[src/hdl/sbvr_pkg.sv]
// ----------------------------------------------------------------------------
// sbvr_pkg
// Shared types and constants of the spherical basis vector rotation core.
// ----------------------------------------------------------------------------
package sbvr_pkg;

  localparam int COMP_BITS_DEF  = 16;
  localparam int ANGLE_BITS_DEF = 16;

  // Quarter-wave sine datapath.
  localparam int ACC_W     = 33;   // Horner accumulator, signed Q2.30
  localparam int U_W       = 17;   // position in the quadrant, 0..65536
  localparam int SINE_W    = 15;   // quarter-wave sine, unsigned Q1.14
  localparam int TRIG_W    = 16;   // signed sine or cosine, Q1.14
  localparam int ENTRY_W   = 31;   // signed frame entry, Q28
  localparam int QS_STAGES = 6;    // register stages of the quarter-wave sine
  localparam int FRAC_SHIFT = 28;  // Q28 entry times Q2.13 down to Q2.13

  localparam logic signed [ACC_W-1:0] POLY_C9 = 33'sd172272;
  localparam logic signed [ACC_W-1:0] HORNER_C [4] = '{
    33'sd5026995, 33'sd85569306, 33'sd693598670, 33'sd1686629713
  };
  localparam logic signed [ACC_W-1:0] Q30_ONE = 33'sh040000000;

  // Direction of the transform.
  localparam logic KIND_TO_SPH  = 1'b0;
  localparam logic KIND_TO_CART = 1'b1;

  // Quadrant of an angle.
  localparam logic [1:0] QUAD_I   = 2'd0;
  localparam logic [1:0] QUAD_II  = 2'd1;
  localparam logic [1:0] QUAD_III = 2'd2;
  localparam logic [1:0] QUAD_IV  = 2'd3;

  typedef logic signed [ENTRY_W-1:0] entry_t;

endpackage

[src/hdl/sbvr_frame.sv]
// ----------------------------------------------------------------------------
// sbvr_frame
// Folds the quarter-wave sines into sine and cosine of both angles and
// registers the nine entries of the rotation matrix for the chosen direction.
// ----------------------------------------------------------------------------
module sbvr_frame (
  input  logic                        clk_i,
  input  logic                        en_i,
  input  logic                        kind_i,
  input  logic [1:0]                  quad_p_i,
  input  logic [1:0]                  quad_a_i,
  input  logic [sbvr_pkg::SINE_W-1:0] sin_p_i,
  input  logic [sbvr_pkg::SINE_W-1:0] cos_p_i,
  input  logic [sbvr_pkg::SINE_W-1:0] sin_a_i,
  input  logic [sbvr_pkg::SINE_W-1:0] cos_a_i,
  output sbvr_pkg::entry_t            m_o [9]
);
  import sbvr_pkg::*;

  logic signed [TRIG_W-1:0] st, ct, sp, cp;
  entry_t stcp, stsp, ctcp, ctsp, st28, ct28, sp28, cp28;
  entry_t m_d [9];

  // Quadrant folding: the pair (a, b) holds S(t) and S(1 - t).
  function automatic void fold(input logic [1:0] quad, input logic [SINE_W-1:0] a,
                               input logic [SINE_W-1:0] b,
                               output logic signed [TRIG_W-1:0] sn,
                               output logic signed [TRIG_W-1:0] cs);
    logic signed [TRIG_W-1:0] sa, sb;
    sa = $signed({1'b0, a});
    sb = $signed({1'b0, b});
    case (quad)
      QUAD_I:   begin sn = sa;  cs = sb;  end
      QUAD_II:  begin sn = sb;  cs = -sa; end
      QUAD_III: begin sn = -sa; cs = -sb; end
      default:  begin sn = -sb; cs = sa;  end
    endcase
  endfunction

  always_comb begin
    fold(quad_p_i, sin_p_i, cos_p_i, st, ct);
    fold(quad_a_i, sin_a_i, cos_a_i, sp, cp);
    stcp = ENTRY_W'(st * cp);
    stsp = ENTRY_W'(st * sp);
    ctcp = ENTRY_W'(ct * cp);
    ctsp = ENTRY_W'(ct * sp);
    st28 = ENTRY_W'(st) <<< 14;
    ct28 = ENTRY_W'(ct) <<< 14;
    sp28 = ENTRY_W'(sp) <<< 14;
    cp28 = ENTRY_W'(cp) <<< 14;
    if (kind_i == KIND_TO_SPH) begin
      m_d[0] = stcp;  m_d[1] = stsp;  m_d[2] = ct28;
      m_d[3] = ctcp;  m_d[4] = ctsp;  m_d[5] = -st28;
      m_d[6] = -sp28; m_d[7] = cp28;  m_d[8] = '0;
    end else begin
      m_d[0] = stcp;  m_d[1] = ctcp;  m_d[2] = -sp28;
      m_d[3] = stsp;  m_d[4] = ctsp;  m_d[5] = cp28;
      m_d[6] = ct28;  m_d[7] = -st28; m_d[8] = '0;
    end
  end

  always_ff @(posedge clk_i) begin
    if (en_i) begin
      m_o <= m_d;
    end
  end

endmodule

[config.mk]
export PLATFORM = sky130hd
export DESIGN_NAME = sbvr_frame
export DESIGN_NICKNAME = d
export VERILOG_FILES = /design/src/hdl/sbvr_pkg.sv /design/src/hdl/sbvr_frame.sv
export SDC_FILE = /design/constraint.sdc
export NUM_CORES = 2
export LEC_CHECK = 0
export ABC_AREA = 1
export ABC_CLOCK_PERIOD_IN_PS = 6800
export BUFFER_PORTS_ARGS = -buffer_cell sky130_fd_sc_hd__buf_4
export CAP_MARGIN = 15
export CORE_MARGIN = 1.5
export CORE_UTILIZATION = 46
export CTS_CLUSTER_SIZE = 14
export DETAILED_ROUTE_END_ITERATION = 7
export GPL_TIMING_DRIVEN = 0
export PLACE_DENSITY = 0.78
export RECOVER_POWER = 100
export SYNTH_ARGS = -nofsm -noshare
export SYNTH_HDL_FRONTEND = slang
export SYNTH_SLANG_ARGS = --single-unit
export TNS_END_PERCENT = 30
[constraint.sdc]
create_clock -name clk_i -period 6.8 [get_ports clk_i]
set_clock_uncertainty 0.05 [all_clocks]
set_input_delay 0 -clock clk_i [delete_from_list [all_inputs] [get_ports clk_i]]
set_output_delay 0 -clock clk_i [all_outputs]
set_load 0.01 [all_outputs]
==> flow_metrics.env <==
export IMPL_synth_compound_area_share_pct=5.16
export IMPL_worstMarginPinSlew_ps=4540
export IMPL_drc=0
export IMPL_grt_pass1_wl_um=292000
export IMPL_synthAdderAreaFrac_pct=49.4
export IMPL_gp_congestion=1.04
export IMPL_cp_slowest_cell="fa_1"
export IMPL_dieWidth_um=332
export IMPL_fill_cells=10200
export IMPL_routed_wl_um=201000
export IMPL_regMostFlops="m_o"
export IMPL_synthDistinctLibCells=51
export IMPL_overflow=0
export IMPL_area_growth_pct=14.7
export IMPL_netlist_area_mm2=0.0497
export IMPL_hold_violations=0
export IMPL_setup_tns_ps=0
export IMPL_io_buffer_count=255
export IMPL_ys_seq_area_share_pct=11.6
export IMPL_cp_data_arrival_time_ps=7000
export IMPL_critical_path_required_ps=7030
export IMPL_path_clk_slew_ps=80
export IMPL_grt_pass1_vias=44500
export IMPL_grt_use_total_pct=36.7
export IMPL_mostFrequentLayoutCells="inv_1 (1295), nand2_1 (1104), fa_1 (1006)"
export IMPL_ant_nets=0
export IMPL_status="finished, violations left"
export IMPL_cts_path_max_buffers=2
export IMPL_place_ws_ps=-2640
export IMPL_max_cap_viol_count=2
export IMPL_fin_crit_ps=6780
export IMPL_syn_inst=5977
export IMPL_synth_edf_count=192
export IMPL_crit_path_start_kind="input port"
export IMPL_synth_simple_area_share_pct=17.5
export IMPL_hold_class="in -> reg"
export IMPL_post_route_period_util_pct=99.7
export IMPL_htreeDepth=4
export IMPL_yosys_warnings=0
export IMPL_synth_top_family_by_area="adder cells"
export IMPL_core_mm2=0.107
export IMPL_synthArstFlopShare_pct=0
export IMPL_timing_critical_path_slowest_cell_delay_ps=520
export IMPL_clock_sinks=192
export IMPL_avgSynthCellArea_um2=8.32
export IMPL_drt_vias_per_instance=5.59
export IMPL_rows=120
export IMPL_path_class="in -> reg"
export IMPL_reg_top3="m_o: 192 flops"
export IMPL_dp_hpwl_um=164000
export IMPL_initial_core_util_pct=46.4
export IMPL_rsz0062_at_grt="true"
export IMPL_cts_root_buf="clkbuf_16"
export IMPL_end_kind="flip-flop"
export IMPL_design_die_area_mm2=0.110
export IMPL_final_common_cell="inv_1"
export IMPL_layout_cells_non_filler=7861
export IMPL_synth_seq_cells=192
export IMPL_fmax_mhz=148
export IMPL_ys_flop_type="edfxtp_1"
export IMPL_dp_cells=7732
export IMPL_vias=43900
export IMPL_slew_headroom_pct=-203
export IMPL_fin_ws_ps=22.8
export IMPL_crit_top_cell="fa_1"
export IMPL_tritoncts="done"
export IMPL_final_nets=7860
export IMPL_firstDrtPassIters=8
export IMPL_violations="capacitance limit, slew limit"
export IMPL_antenna_found_initial=10
export IMPL_cp_max_fo=6
export IMPL_drt_iter0_drc=4993
export IMPL_die_h_um=332
export IMPL_cts_made_buffers=17
export IMPL_drive_gt1_share_pct=13.0
export IMPL_ios=346
export IMPL_largest_reg_flops=192
export IMPL_grt_max_degree=120
export IMPL_drv_slew=195
export IMPL_wl_per_cell_um=25.5
export IMPL_setup_viol=0
export IMPL_synthMuxAreaShare_pct=0
export IMPL_synth_xor_area_share_pct=2.75
[area by class of cell]
type                       count  area, um2  area share (%)
clock buffer                  17        425           0.746
buffer                       301       2280            4.00
tap                         1403       1760            3.08
timing repair buffer         368       2230            3.91
multi-input combinational   4187      39100            68.5
inverter                    1376       5310            9.31
antenna                        3       7.51          0.0132
clock inverter                14        168           0.294
sequential                   192       5770            10.1
[cell families (layout without fill, tap and decap cells)]
group | after synthesis | count (layout)
XOR/XNOR | 156 | 156
AO/OA/AOI/OAI | 459 | 459
other | 1 | 90
adder cells (fa/ha/maj) | 1350 | 1350
buffers and inverters | 1684 | 2076
AND/OR/NAND/NOR | 2135 | 2135
flip-flops | 192 | 192
[per-stage QoR]
stage / hold WS [ps] / utilization (%) / area, um2
global placement: 356 / 50.1 / 53700
floorplan: 62.5 / - / 50100
finish: 68.2 / 53.2 / 57000
global route: 75.7 / 53.2 / 57000
detailed placement: 357 / 50.3 / 53900
CTS: 3.29 / 52.0 / 55800
[synthesized netlist by cell type, types with 4 or more instances]
| library cell | count | area share [%] |
|---|---|---|
| inv_1 | 1319 | 10 |
| inv_2 | 50 | 0.38 |
| buf_2 | 70 | 0.70 |
| nor2_1 | 626 | 4.7 |
| nand3_2 | 6 | 0.12 |
| nand2_1 | 1150 | 8.7 |
| nor3_1 | 20 | 0.20 |
| xor2_1 | 100 | 1.8 |
| nand3_1 | 220 | 2.2 |
| o211ai_1 | 7 | 0.11 |
| a21o_1 | 12 | 0.18 |
| nand4_1 | 47 | 0.59 |
| o21ai_0 | 181 | 1.8 |
| buf_1 | 38 | 0.29 |
| o21ai_2 | 14 | 0.25 |
| a31oi_1 | 12 | 0.15 |
| xnor2_1 | 56 | 0.99 |
| o21ai_1 | 48 | 0.48 |
| or2_2 | 15 | 0.19 |
| o21bai_1 | 12 | 0.18 |
| o2111ai_1 | 13 | 0.23 |
| nor2_2 | 11 | 0.14 |
| nand2_2 | 16 | 0.20 |
| fa_1 | 1024 | 41 |
| o22ai_1 | 7 | 0.088 |
| clkbuf_1 | 105 | 0.79 |
| nor4_1 | 5 | 0.063 |
| a21oi_1 | 135 | 1.4 |
| clkinv_1 | 6 | 0.045 |
| buf_4 | 95 | 1.4 |
| ha_1 | 326 | 8.2 |
| edfxtp_1 | 192 | 12 |
| nand3b_1 | 8 | 0.12 |
| a211oi_1 | 4 | 0.060 |
[worst paths after layout]
path / start / end / slack, ps / depth (start not counted)
setup / recovery: cos_p_i[0] / m_o[182] / 20 / 37
hold / removal: kind_i / m_o[48] / 70 / 3
[per-layer routing]
metal	global-route usage, %	wire [um]	vias up
met5	0	111	-
met2	54.9	86600	2752
met4	20.3	13700	14
met1	47.9	75800	21900
met3	10.6	24600	579
li1	-	-	18700
[critical path, delay by kind of cell]
| family | cells | cell delay [ps] |
|---|---|---|
| AOI/OAI and AO/OA | 2 | 350 |
| xor gates and xnor gates | 1 | 300 |
| adders and majority gates | 8 | 3300 |
| buffers and inverters | 10 | 1300 |
| and+or+nand+nor | 16 | 1720 |
[timing repair]
action	4_1_cts	5_1_grt
pin swaps	14	78
gates cloned	0	3
hold buffers	6	0
buffers inserted	26	66
endpoints found under the setup margin	77	66
gates resized for setup	372	433
endpoints found under the hold margin	64	0
Power is left out: the tool's default activity adds up to more than one toggle a clock period on the data nets, which glitch-free logic cannot reach.
